## src/hdl/kvt_pkg.sv

```systemverilog
package kvt_pkg;

    localparam int ENTRIES_DEF = 128;
    localparam int KEY_W       = 64;
    localparam int VAL_W       = 64;
    localparam int REQ_W       = 2;
    localparam int STAT_W      = 2;

    typedef logic [REQ_W-1:0]  t_req;
    typedef logic [STAT_W-1:0] t_status;

    localparam t_req REQ_PUT = 2'd0;
    localparam t_req REQ_GET = 2'd1;
    localparam t_req REQ_DEL = 2'd2;

    localparam t_status ST_OK   = 2'd0;
    localparam t_status ST_MISS = 2'd1;
    localparam t_status ST_FULL = 2'd2;

    typedef struct packed {
        logic             valid;
        logic [KEY_W-1:0] key;
    } t_slot;

    typedef struct packed {
        logic hit;
        logic free;
    } t_flags;

endpackage

```

## src/hdl/kvt_match.sv

```systemverilog
module kvt_match #(
    parameter int AW = 7
) (
    input  logic                     i_clk,
    input  logic                     i_rst_n,
    input  logic                     i_clear,
    input  logic                     i_vld,
    input  logic [AW-1:0]            i_addr,
    input  kvt_pkg::t_slot           i_slot,
    input  logic [kvt_pkg::KEY_W-1:0] i_key,
    output kvt_pkg::t_flags          o_flags,
    output logic [AW-1:0]            o_hit_at,
    output logic [AW-1:0]            o_free_at
);
    import kvt_pkg::*;

    t_flags        r_flags;
    logic [AW-1:0] r_hit_at;
    logic [AW-1:0] r_free_at;

    always_ff @(posedge i_clk) begin
        if (!i_rst_n || i_clear) begin
            r_flags <= '0;
        end else if (i_vld) begin
            if (i_slot.valid && !r_flags.hit && i_slot.key == i_key) begin
                r_flags.hit <= 1'b1;
            end
            if (!i_slot.valid && !r_flags.free) begin
                r_flags.free <= 1'b1;
            end
        end
    end

    always_ff @(posedge i_clk) begin
        if (i_vld && i_slot.valid && !r_flags.hit && i_slot.key == i_key) begin
            r_hit_at <= i_addr;
        end
        if (i_vld && !i_slot.valid && !r_flags.free) begin
            r_free_at <= i_addr;
        end
    end

    assign o_flags   = r_flags;
    assign o_hit_at  = r_hit_at;
    assign o_free_at = r_free_at;

endmodule

```

## config.mk

```make
export PLATFORM = sky130hd
export DESIGN_NAME = kvt_match
export DESIGN_NICKNAME = d
export VERILOG_FILES = /design/src/hdl/kvt_pkg.sv /design/src/hdl/kvt_match.sv
export SDC_FILE = /design/constraint.sdc
export NUM_CORES = 1
export LEC_CHECK = 0
export ABC_AREA = 1
export BUFFER_PORTS_ARGS = -buffer_cell sky130_fd_sc_hd__buf_2
export CAP_MARGIN = 20
export CORE_MARGIN = 8
export CORE_UTILIZATION = 42
export DETAILED_ROUTE_END_ITERATION = 8
export PLACE_DENSITY = 0.85
export SLEW_MARGIN = 0
export SYNTH_ARGS = -nofsm -noshare
export SYNTH_HDL_FRONTEND = slang
export SYNTH_SLANG_ARGS = --single-unit
```

## constraint.sdc

```tcl
create_clock -name i_clk -period 3.75 [get_ports i_clk]
set_input_delay 0.1875 -clock i_clk [delete_from_list [all_inputs] [get_ports i_clk]]
set_output_delay 0.1875 -clock i_clk [all_outputs]
set_load 0.005 [all_outputs]
```

* Word-level counts from Yosys, hierarchy flattened
Cells that the tools add are included.
** Operators by class
- Equality and inequality tests :: 1
- Divide/modulo/power cells :: 0
- Reduce and logical (&&, ||, !) cells :: 15
- Multiply operators :: 0
- Add/subtract/negate cells :: 0
- $lt $le $gt $ge :: 0
- Bitwise logic cells :: 0
- Multiplexer cells :: 0
- Shift-type cells :: 0
** Operators with widths (count)
- $eq 64x64->1 :: 1
- $logic_and 1x1->1 :: 8
- $logic_not 1->1 :: 4
- $reduce_and 2->1 :: 2
- $logic_or 1x1->1 :: 1
** Storage, ports and cells
- Memories :: 0
- Memory bits (read-only) :: 0
- Register bits after elaboration :: 16
- Bits in latches :: 0
- Memory bits (writable) :: 0

* Depth between registers and ports, before layout
- Depth after elaboration :: 4
- Depth in mapped cells :: 10

* Worst setup path after synthesis
No wires, ideal clock.
- Kind :: in2reg
- Start :: input port i_key[6] (netlist bit)
- End :: register r_hit_at[0] (netlist: o_hit_at[0]) (enable)
- Cell stages on the path :: 7
- Arrival :: 1.130 ns
- Buffers on the path :: 0
- Setup slack :: 2.260 ns
- Data required time :: 3.390 ns
- Setup time :: 0.360 ns
- Cells stage by stage :: xnor2_1 > nand2_1 > nor3b_2 > nand2_1 > nor2_1 > nand3_1 > nor2_1
** Between the ends
- Cells in the longest elaborated chain, start to end :: 2
** RTL lines
- start: declaration :: line kvt_match.sv:10 : input logic [kvt_pkg::KEY_W-1:0] i_key,
- $eq 64x64->1 :: line kvt_match.sv:35 : if (i_vld && i_slot.valid && !r_flags.hit && i_slot.key == i_key) begin
- $logic_and 1x1->1 :: line kvt_match.sv:35
- end signal: assignment :: line kvt_match.sv:36 : r_hit_at <= i_addr;
- end: declaration :: line kvt_match.sv:18 : logic [AW-1:0] r_hit_at;
Every way passes these cells.
A chain may end at the register's enable or synchronous reset.

* Final worst setup path
- Start :: input port i_key[45] (netlist bit)
- End :: register r_hit_at[5] (netlist: o_hit_at[5]) (enable)
Same word-level chain as after synthesis.

==> impl_metrics.py <==
metrics = {
    "final_layout": {
        "nNetsFinal": 617,
        "final.fill_count": 417,
        "insertedDiodeCount": 0,
        "regArea_um2": 460.4,
        "final_common_cell": "buf_2",
        "final_area_um2": 2730,
        "post_route_cells_drive_above_1_share_pct": 35.29,
        "final_cell_mix": "buf_2 (155), nand2_1 (115), inv_1 (60)",
        "syn2layout_area_growth_pct": 48.03,
        "multi_input_area_um2": 1159,
    },
    "routing": {
        "met1_length_um": 2637,
        "routed_wl_um": 6715,
        "top_layer_used": "met4",
        "met2_length_um": 3270,
        "vias_per_cell": 4.559,
        "post_drt_wl_per_cell_um": 12.72,
        "met3_wirelength_um": 709,
        "dr.pass1.iters": 4,
        "drc_errors": 0,
        "drtIter0Drc": 108,
        "dr_total_vias": 2407,
        "final_antenna_net_count": 0,
    },
    "yosys": {
        "yosys.area_share.xor_xnor_pct": 14.72,
        "synth-simple-area-share_pct": 46.54,
        "syn_avg_cell_area_um2": 5.818,
        "synth_top_family_by_area": "simple AND/OR/NAND/NOR gates",
        "syn_nets": 457,
        "synth_cells": 317,
        "ys_warn_count": 0,
        "ys_seq_area_share_pct": 24.97,
        "synthAdderAreaFrac_pct": 0,
        "synth_area_um2": 1844,
        "ys_seq_elements": 16,
        "synth.area.mux_share_pct": 0,
        "synth-compound-area-share_pct": 1.560,
        "ys_types": 20,
    },
    "power": {
        "power.density_nw_per_um2": 203.0,
        "power_mw": 0.5542,
        "ir_worst_vdd_mv": 0.1068,
        "p_leak_nw": 1.593,
    },
    "clock_network": {
        "hold_buffers": 0,
        "clk_latency_ns": 0.24,
        "cts.clk_slew.worst_paths_ns": 0.06,
        "h-tree-depth": 1,
        "cts_resized": 0,
        "cts_setup_buffers": 0,
        "clock_sinks": 16,
        "cts_tree": "yes",
        "cts_buffers": 3,
        "clk_path_buf_depth": 2,
        "cts-root-buf": "clkbuf_8",
    },
    "run_status": {
        "status": "finished, final reports clean",
    },
    "setup_path": {
        "cp-start-kind": "input pin",
        "critPathKind": "input pin to register",
        "path_max_fanout": 7,
        "worstPathRequired_ns": 3.63,
        "cp-end-kind": "register",
        "worstPathArrival_ns": 1.63,
    },
    "floorplanning": {
        "initial_core_util_pct": 42.95,
        "core_um2": 4294,
        "fp.dieW_um": 82.27,
        "ioPinCount": 156,
        "rows": 24,
        "dieArea_um2": 6768,
        "die_h_um": 82.27,
    },
    "global_routing": {
        "grt_pass1_wl_um": 10290,
        "grt.total_usage_pct": 19.10,
        "grt_pass1_vias": 2514,
        "grt_start_max_net_pins": 10,
        "globalRouteOverflowTotal": 0,
        "antenna_found_initial": 0,
    },
    "place": {
        "io_buffers": 155,
        "gp_congestion": 0.8412,
        "dpl_cell_area_um2": 2685,
        "detailed_place_hpwl_um": 6197,
    },
    "sta": {
        "finalCritPeriodShare_pct": 46.72,
        "grt_setup_unrepaired": "no",
        "tns_ns": 0,
        "timing.fmax_ghz": 0.5708,
        "max_slew_margin_pct": 28.39,
        "fin_crit_ns": 1.752,
        "final_hold_viol_count": 0,
        "clock_skew_ns": 0.004747,
        "slew_viol_final": 0,
        "setup_viol": 0,
        "tightest_slew_ns": 1.066,
    },
    "min_path": {
        "min_path_type": "input pin to register",
    },
    "run": {
        "maxCapViolations": 0,
    },
}
per-layer routing:
layer	vias up	GRT usage, %
met5	-	0
met4	0	6.316
met3	8	3.571
met2	120	35.63
met1	1013	21.04
li1	1266	-
worst max-delay path: stages:
cell and delay (ns):
buf_2 0.10, xnor2_1 0.25, o21ai_0 0.14, nor3_1 0.18, nand2_1 0.07, nor2_1 0.11
nand3_1 0.09, nor2_1 0.49
cell families after synthesis:
logic type	after synthesis
and+or+nand+nor	205
xor gates and xnor gates	31
AOI/OAI and AO/OA	5
buffers and inverters	60
DFF	16
metrics by stage:
| stage | util, % | hold WS (ns) | cells | setup WS [ns] |
|---|---|---|---|---|
| after detailed placement | 62.53 | 0.3816 | 524 | 1.708 |
| after floorplan | - | 0.2864 | 317 | 2.260 |
| after global placement | 62.53 | 0.3766 | 524 | 1.760 |
| after global routing | 63.58 | 0.1201 | 528 | 1.821 |
| after CTS | 63.58 | 0.1299 | 528 | 1.968 |
| final | 63.58 | 0.1346 | 528 | 1.998 |
report_power, final:
part           internal (mW)  total [mW]  leakage, nW  switching, mW
clock network         0.0724       0.127       0.0231         0.0546
logic                  0.111       0.228         1.43          0.117
registers              0.198       0.199        0.145        0.00111
total                  0.381       0.554         1.59          0.173
sequential cells by signal (all words and copies together), names as in the netlist:
| name | count |
|---|---|
| o_flags | 2 |
| o_free_at | 7 |
| o_hit_at | 7 |
cell usage after synthesis, drive strengths merged:
library cell | n | area share [%]
nand3 | 7 | 2.2
nor2 | 61 | 13
dfxtp | 2 | 2.2
nor3 | 5 | 1.4
inv | 60 | 12
xnor2 | 30 | 14
nand2 | 116 | 24
o21ai | 4 | 1.1
and2 | 1 | 0.34
a21oi | 1 | 0.47
edfxtp | 14 | 23
or2 | 2 | 0.68
nor3b | 5 | 2.8
xor2 | 1 | 0.47
nand4 | 6 | 2.0
nor4 | 2 | 0.68
final cells by class:
class                           instances  share of cell area (%)
Clock buffer                            3                   1.512
Tap cell                               52                   2.383
Multi-Input combinational cell        241                   42.44
Sequential cell                        16                   16.87
Clock inverter                          1                  0.1375
Inverter                               60                   8.249
Timing Repair Buffer                  155                   28.41
worst paths after layout:
path / startpoint / to / slack [ns] / cells after the start
worst max-delay path: i_key[45] / o_hit_at[5]$_DFFE_PP_ / 2.00 / 8
worst min-delay path: i_addr[6] / o_hit_at[6]$_DFFE_PP_ / 0.13 / 1
worst max register to register: o_flags[1]$_SDFFE_PP0P_ / o_hit_at[5]$_DFFE_PP_ / 2.10 / 5
worst min register to register: o_flags[1]$_SDFFE_PP0P_ / o_flags[1]$_SDFFE_PP0P_ / 0.47 / 2
Note: power is estimated with default switching activity, not from simulation.
